`config.mk`:
```
export PLATFORM = sky130hd
export DESIGN_NAME = key_change_to_scale_notes_unit
export DESIGN_NICKNAME = d
export VERILOG_FILES = /design/src/rtl/core/kcsn_pkg.sv /design/src/rtl/core/key_change_to_scale_notes_unit.sv
export SDC_FILE = /design/constraint.sdc
export NUM_CORES = 1
export LEC_CHECK = 0
export ABC_AREA = 1
export BUFFER_PORTS_ARGS = -buffer_cell sky130_fd_sc_hd__buf_4
export CAP_MARGIN = 10
export CELL_PAD_IN_SITES_DETAIL_PLACEMENT = 2
export CELL_PAD_IN_SITES_GLOBAL_PLACEMENT = 2
export CORE_MARGIN = 3
export CORE_UTILIZATION = 36
export DETAILED_ROUTE_END_ITERATION = 10
export GPL_TIMING_DRIVEN = 1
export PLACE_DENSITY_LB_ADDON = 0.2
export SLEW_MARGIN = 20
export SYNTH_ARGS = -nofsm -noshare
export SYNTH_HDL_FRONTEND = slang
export SYNTH_SLANG_ARGS = --single-unit
```
`constraint.sdc`:
```
create_clock -name clk_i -period 6.5 [get_ports clk_i]
set_input_delay 0.325 -clock clk_i [delete_from_list [all_inputs] [get_ports clk_i]]
set_output_delay 0.325 -clock clk_i [all_outputs]
set_load 0.01 [all_outputs]
```
`src/rtl/core/kcsn_pkg.sv`:
```
`timescale 1ns / 1ps

package kcsn_pkg;

  localparam int unsigned NumKeys   = 8;
  localparam int unsigned KeyIdxW   = 3;
  localparam int unsigned NoteW     = 7;
  localparam int unsigned VelW      = 7;
  localparam int unsigned ScaleW    = 3;
  localparam int unsigned CfgIdxW   = 2;
  localparam int unsigned CfgDataW  = 7;

  // Register indexes of the configuration port
  localparam logic [CfgIdxW-1:0] CfgBaseNote    = 2'd0;
  localparam logic [CfgIdxW-1:0] CfgScaleSelect = 2'd1;
  localparam logic [CfgIdxW-1:0] CfgVelocity    = 2'd2;

  // Reset values of the registers
  localparam logic [NoteW-1:0]  BaseNoteReset    = 7'd48;
  localparam logic [ScaleW-1:0] ScaleSelectReset = 3'd3;
  localparam logic [VelW-1:0]   VelocityReset    = 7'd127;

  localparam logic [NoteW-1:0] NoteMax = 7'd127;

  typedef logic [NumKeys-1:0] key_map_t;

  // Fixed scale masks; bit 7 widens every step, lower bits add one step each
  function automatic key_map_t scale_mask(input logic [ScaleW-1:0] idx);
    key_map_t m;
    case (idx)
      3'd0:    m = 8'h94;
      3'd1:    m = 8'h6E;
      3'd2:    m = 8'h5B;
      3'd3:    m = 8'h6D;
      3'd4:    m = 8'h3B;
      3'd5:    m = 8'h6C;
      3'd6:    m = 8'h76;
      default: m = 8'h5E;
    endcase
    return m;
  endfunction

  // Note for key k: base + k*(1+wide) + count of mask bits below k, saturated; select 0 gives base + k
  function automatic logic [NoteW-1:0] map_note(input logic [NoteW-1:0]   base,
                                                input logic [ScaleW-1:0]  sel,
                                                input logic [KeyIdxW-1:0] key);
    key_map_t   m;
    key_map_t   below;
    logic [4:0] steps;
    logic [7:0] sum;
    m     = scale_mask(sel - 3'd1);
    below = (8'd1 << key) - 8'd1;
    steps = 5'd0;
    if (sel == 3'd0) begin
      steps = {2'b00, key};
    end else begin
      steps = {1'b0, key, 1'b0} >> (~m[7]);
      for (int i = 0; i < NumKeys - 1; i++) begin
        steps = steps + {4'd0, m[i] & below[i]};
      end
    end
    sum = {1'b0, base} + {3'd0, steps};
    return sum[7] ? NoteMax : sum[NoteW-1:0];
  endfunction

endpackage

```
`src/rtl/core/key_change_to_scale_notes_unit.sv`:
```
`timescale 1ns / 1ps

// Key scan to note events. Each accepted scan is compared with the previous
// one; every changed key yields one event, from key 7 down to key 0, and the
// final event of a scan carries last_event. Events leave one per cycle from a
// single output register when out_ready_i does not hold them back; a scan
// with no change gives no event. The next scan is taken in the cycle the
// last pending event is loaded into the output register. Note mapping uses
// the registers as they stand while the events are formed; write them only
// while the unit is idle.
module key_change_to_scale_notes_unit
  import kcsn_pkg::*;
(
  input  logic                clk_i,
  input  logic                rst_ni,
  input  logic                cfg_we_i,
  input  logic [CfgIdxW-1:0]  cfg_index_i,
  input  logic [CfgDataW-1:0] cfg_data_i,
  input  logic                in_valid_i,
  output logic                in_ready_o,
  input  logic [NumKeys-1:0]  key_bits_i,
  output logic                out_valid_o,
  input  logic                out_ready_i,
  output logic                is_note_on_o,
  output logic [NoteW-1:0]    note_number_o,
  output logic [VelW-1:0]     note_velocity_o,
  output logic                last_event_o
);

  logic [NoteW-1:0]  base_note_q;
  logic [ScaleW-1:0] scale_select_q;
  logic [VelW-1:0]   velocity_q;

  key_map_t prev_q;
  key_map_t keys_q;
  key_map_t pend_q, pend_d;

  logic             out_valid_q;
  logic             is_note_on_q;
  logic [NoteW-1:0] note_number_q;
  logic [VelW-1:0]  note_velocity_q;
  logic             last_event_q;

  logic               advance;
  logic               accept;
  logic [KeyIdxW-1:0] sel;
  key_map_t           pend_left;

  // Configuration registers
  always_ff @(posedge clk_i or negedge rst_ni) begin
    if (!rst_ni) begin
      base_note_q    <= BaseNoteReset;
      scale_select_q <= ScaleSelectReset;
      velocity_q     <= VelocityReset;
    end else if (cfg_we_i) begin
      unique case (cfg_index_i)
        CfgBaseNote:    base_note_q    <= cfg_data_i[NoteW-1:0];
        CfgScaleSelect: scale_select_q <= cfg_data_i[ScaleW-1:0];
        CfgVelocity:    velocity_q     <= cfg_data_i[VelW-1:0];
        default: ;
      endcase
    end
  end

  // Pick the highest pending key
  always_comb begin
    sel = '0;
    for (int k = 0; k < NumKeys; k++) begin
      if (pend_q[k]) begin
        sel = KeyIdxW'(k);
      end
    end
  end

  assign pend_left = pend_q & ~(key_map_t'(1) << sel);
  assign advance   = (pend_q != '0) && (!out_valid_q || out_ready_i);
  assign in_ready_o = (pend_q == '0) || (advance && (pend_left == '0));
  assign accept    = in_valid_i && in_ready_o;

  always_comb begin
    pend_d = pend_q;
    if (advance) begin
      pend_d = pend_left;
    end
    if (accept) begin
      pend_d = key_bits_i ^ prev_q;
    end
  end

  // Scan state
  always_ff @(posedge clk_i or negedge rst_ni) begin
    if (!rst_ni) begin
      prev_q <= '0;
      pend_q <= '0;
    end else begin
      pend_q <= pend_d;
      if (accept) begin
        prev_q <= key_bits_i;
      end
    end
  end

  always_ff @(posedge clk_i) begin
    if (accept) begin
      keys_q <= key_bits_i;
    end
  end

  // Output register: load one item per advance, drop it once taken
  always_ff @(posedge clk_i or negedge rst_ni) begin
    if (!rst_ni) begin
      out_valid_q <= 1'b0;
    end else if (advance) begin
      out_valid_q <= 1'b1;
    end else if (out_ready_i) begin
      out_valid_q <= 1'b0;
    end
  end

  always_ff @(posedge clk_i) begin
    if (advance) begin
      is_note_on_q    <= keys_q[sel];
      note_number_q   <= map_note(base_note_q, scale_select_q, sel);
      note_velocity_q <= keys_q[sel] ? velocity_q : '0;
      last_event_q    <= (pend_left == '0);
    end
  end

  assign out_valid_o     = out_valid_q;
  assign is_note_on_o    = is_note_on_q;
  assign note_number_o   = note_number_q;
  assign note_velocity_o = note_velocity_q;
  assign last_event_o    = last_event_q;

endmodule
```
==> qor.yml <==
placement:
  port-buffer-count: 39
  hpwlAfterDp_mm: 6.74
  routabilityCongestion: 0.836
hold_path:
  hold_path.class: "input port to flop"
global_route:
  antenna_found_initial: 0
  overflow: 0
  grt_pass1_wl_mm: 15.5
  grt_max_degree: 35
  grt_pass1_vias: 2921
  grt.total_usage: 0.201
yosys:
  syn-instance-count: 356
  yosysSeqAreaShare: 0.495
  synth.top_cells.by_count: "96 x nand2_1, 45 x inv_1, 25 x nand3_1"
  ys.flop_type: "edfxtp_1"
  async_reset_ff_frac: 0.586
  synthTopCellsByArea: "edfxtp_1 22%, dfrtp_1 18%, nand2_1 11%, dfstp_2 9.0%, inv_1 5.3%"
  ys_ff_latch: 58
  synth-edff-count: 24
  yosys.area.top_type: "edfxtp_1"
  synth.top_cell.area_share: 0.225
  syn-num-nets: 396
  syn_area_per_cell_um2: 9.00
  synth_cell_type_count: 39
  yosys_warnings: 0
  yosysMostFrequentCell: "nand2_1"
  syn_area_mm2: 0.00320
cts:
  root_buffer: "clkbuf_8"
  tritoncts: "built"
  clk_latency_ns: 0.34
  htree_levels: 3
  cts_buffers: 9
  cts_resized: 0
  hold_buffers: 1
  post-cts-setup-buffer-count: 0
  cts_buffer_depth: 2
  cts.reportedPaths.clkPinSlew_ns: 0.07
  cts.sinks: 58
layout:
  regArea_mm2: 0.00159
  area_delta_synth_final_pct: 19.6
  fill_cells: 965
  multi_input_area_mm2: 0.00140
  antenna_cells: 0
  fin_util: 0.455
  nets: 442
  layout-drive-gt1-share: 0.226
sta:
  setup_viol: 0
  rsz0062_at_grt: "false"
  worst_pin_slew_ns: 1.07
  fin_crit_sh: 0.900
  slew-limit-headroom: 0.289
  fin_tns_setup_ns: 0
  final_max_slew_viol_count: 0
  max_freq_ghz: 0.171
  min_period_ns: 5.85
  hold_violations: 0
  finClkSkew_ns: 0.0117
floorplanning:
  core_mm2: 0.00842
  initial_core_util: 0.380
  die_y_um: 100
  fp-row-count: 33
  pin_count: 40
  dieArea_mm2: 0.0101
  die_x_um: 100
critical_path:
  cp.required_ns: 6.59
  path_max_fanout: 6
  worstPathArrival_ns: 5.94
  crit_type: "flop to flop"
  critPathLaunchType: "flop"
  cp-end-kind: "flop"
routing:
  drt_first_iter_violations: 71
  drc: 0
  antenna_left: 0
  wl_per_cell_um: 17.9
  wl_mm: 9.16
  num_vias: 2583
  dr.pass1.iters: 4
  via_per_inst: 5.04
run:
  cap_violations: 0
outcome:
  outcome: "finished, final reports clean"
## layout make-up
| class | count | area share |
|---|---|---|
| clock buffers | 12 | 0.0379 |
| clock inverters | 4 | 0.0196 |
| inverters | 52 | 0.0509 |
| multi-input cells | 241 | 0.365 |
| flip-flops and latches | 58 | 0.414 |
| well taps | 105 | 0.0343 |
| repair buffers | 40 | 0.0790 |
## cell families (layout without fill, tap and decap cells)
group	count (synthesis)	count (layout)	share of synthesized area
AOI/OAI and AO/OA	42	42	0.0770
and+or+nand+nor	168	168	0.241
buffers and inverters	57	108	0.0695
muxes	1	1	0.00313
DFF	58	58	0.495
xor gates and xnor gates	12	12	0.0328
adders and majority gates	18	18	0.0820
## per-layer routing
| metal | wire [µm] | GRT usage | vias to the layer above |
|---|---|---|---|
| met1 | 4140 | 0.260 | 1298 |
| met2 | 4660 | 0.340 | 35 |
| met4 | 109 | 0.0456 | 0 |
| met3 | 245 | 0.0479 | 11 |
| li1 | - | - | 1239 |
| met5 | 0 | 0 | - |
## per-stage QoR
| step | cells | worst slack, ns | instance area (µm²) | hold slack (ns) |
|---|---|---|---|---|
| after floorplan | 356 | 1.29 | 3200 | 0.0294 |
| after global placement | 495 | 1.09 | 3600 | 0.308 |
| after detailed placement | 495 | 0.614 | 3600 | 0.313 |
| after CTS | 512 | 0.632 | 3830 | 0.171 |
| after global routing | 512 | 0.233 | 3830 | 0.162 |
| final | 512 | 0.648 | 3830 | 0.189 |
## state kept, by name, indices dropped and copies added, names as in the netlist
register	count
keys_q	8
pend_q	8
prev_q	8
base_note_q	7
note_number_o	7
note_velocity_o	7
velocity_q	7
scale_select_q	3
is_note_on_o	1
last_event_o	1
out_valid_o	1
## worst paths after layout
path                              startpoint  slack, ns  cells after the start          endpoint
setup / recovery           scale_select_q[1]       0.65                     25  note_number_o[6]
hold / removal                 key_bits_i[3]       0.19                      1         keys_q[3]
setup reg to reg           scale_select_q[1]       0.65                     25  note_number_o[6]
hold reg to reg                    prev_q[7]       0.50                      2         prev_q[7]
max in group asynchronous             rst_ni       5.62                      2    base_note_q[5]
min in group asynchronous             rst_ni       0.52                      2         pend_q[3]
## worst max-delay path: stages (launching register included)
cell and delay (ns):
dfstp_2 0.58, nor2_1 0.08, ha_1 0.30, inv_1 0.08, or2_2 0.29, nand2_1 0.09, nand2_1 0.08, nand3_1 0.11
fa_1 0.46, fa_1 0.54, fa_1 0.56, inv_1 0.05, ha_1 0.21, fa_1 0.39, nand2_1 0.09, inv_1 0.05
o31ai_1 0.24, ha_1 0.34, a21oi_1 0.16, nand2_1 0.10, a21oi_1 0.13, inv_1 0.06, a21oi_1 0.24, nor2_1 0.08
nand2_1 0.17, nand3b_1 0.10
## placed cells by master, fill, tap and decap left out, types with 2 or more instances in the layout
master	netlist	layout
inv_1	45	45
clkinvlp_4	0	2
xor2_1	2	2
bufinv_16	0	2
a21oi_1	9	9
nand4_1	3	3
fa_1	5	5
nor3_1	2	2
dfstp_2	11	11
clkbuf_1	3	2
o211ai_1	2	2
o21ai_0	24	24
nor2_1	21	20
ha_1	13	13
clkbuf_8	0	10
nand3_1	25	25
nand2_4	4	4
dfrtp_1	23	23
and3_1	2	2
nand2_2	5	5
nor2_2	3	4
xnor2_1	10	10
buf_4	0	39
nand2_1	96	96
inv_2	7	7
edfxtp_1	24	24
Power is left out: the tool's default activity adds up to more than one toggle a clock period on the data nets, which glitch-free logic cannot reach.
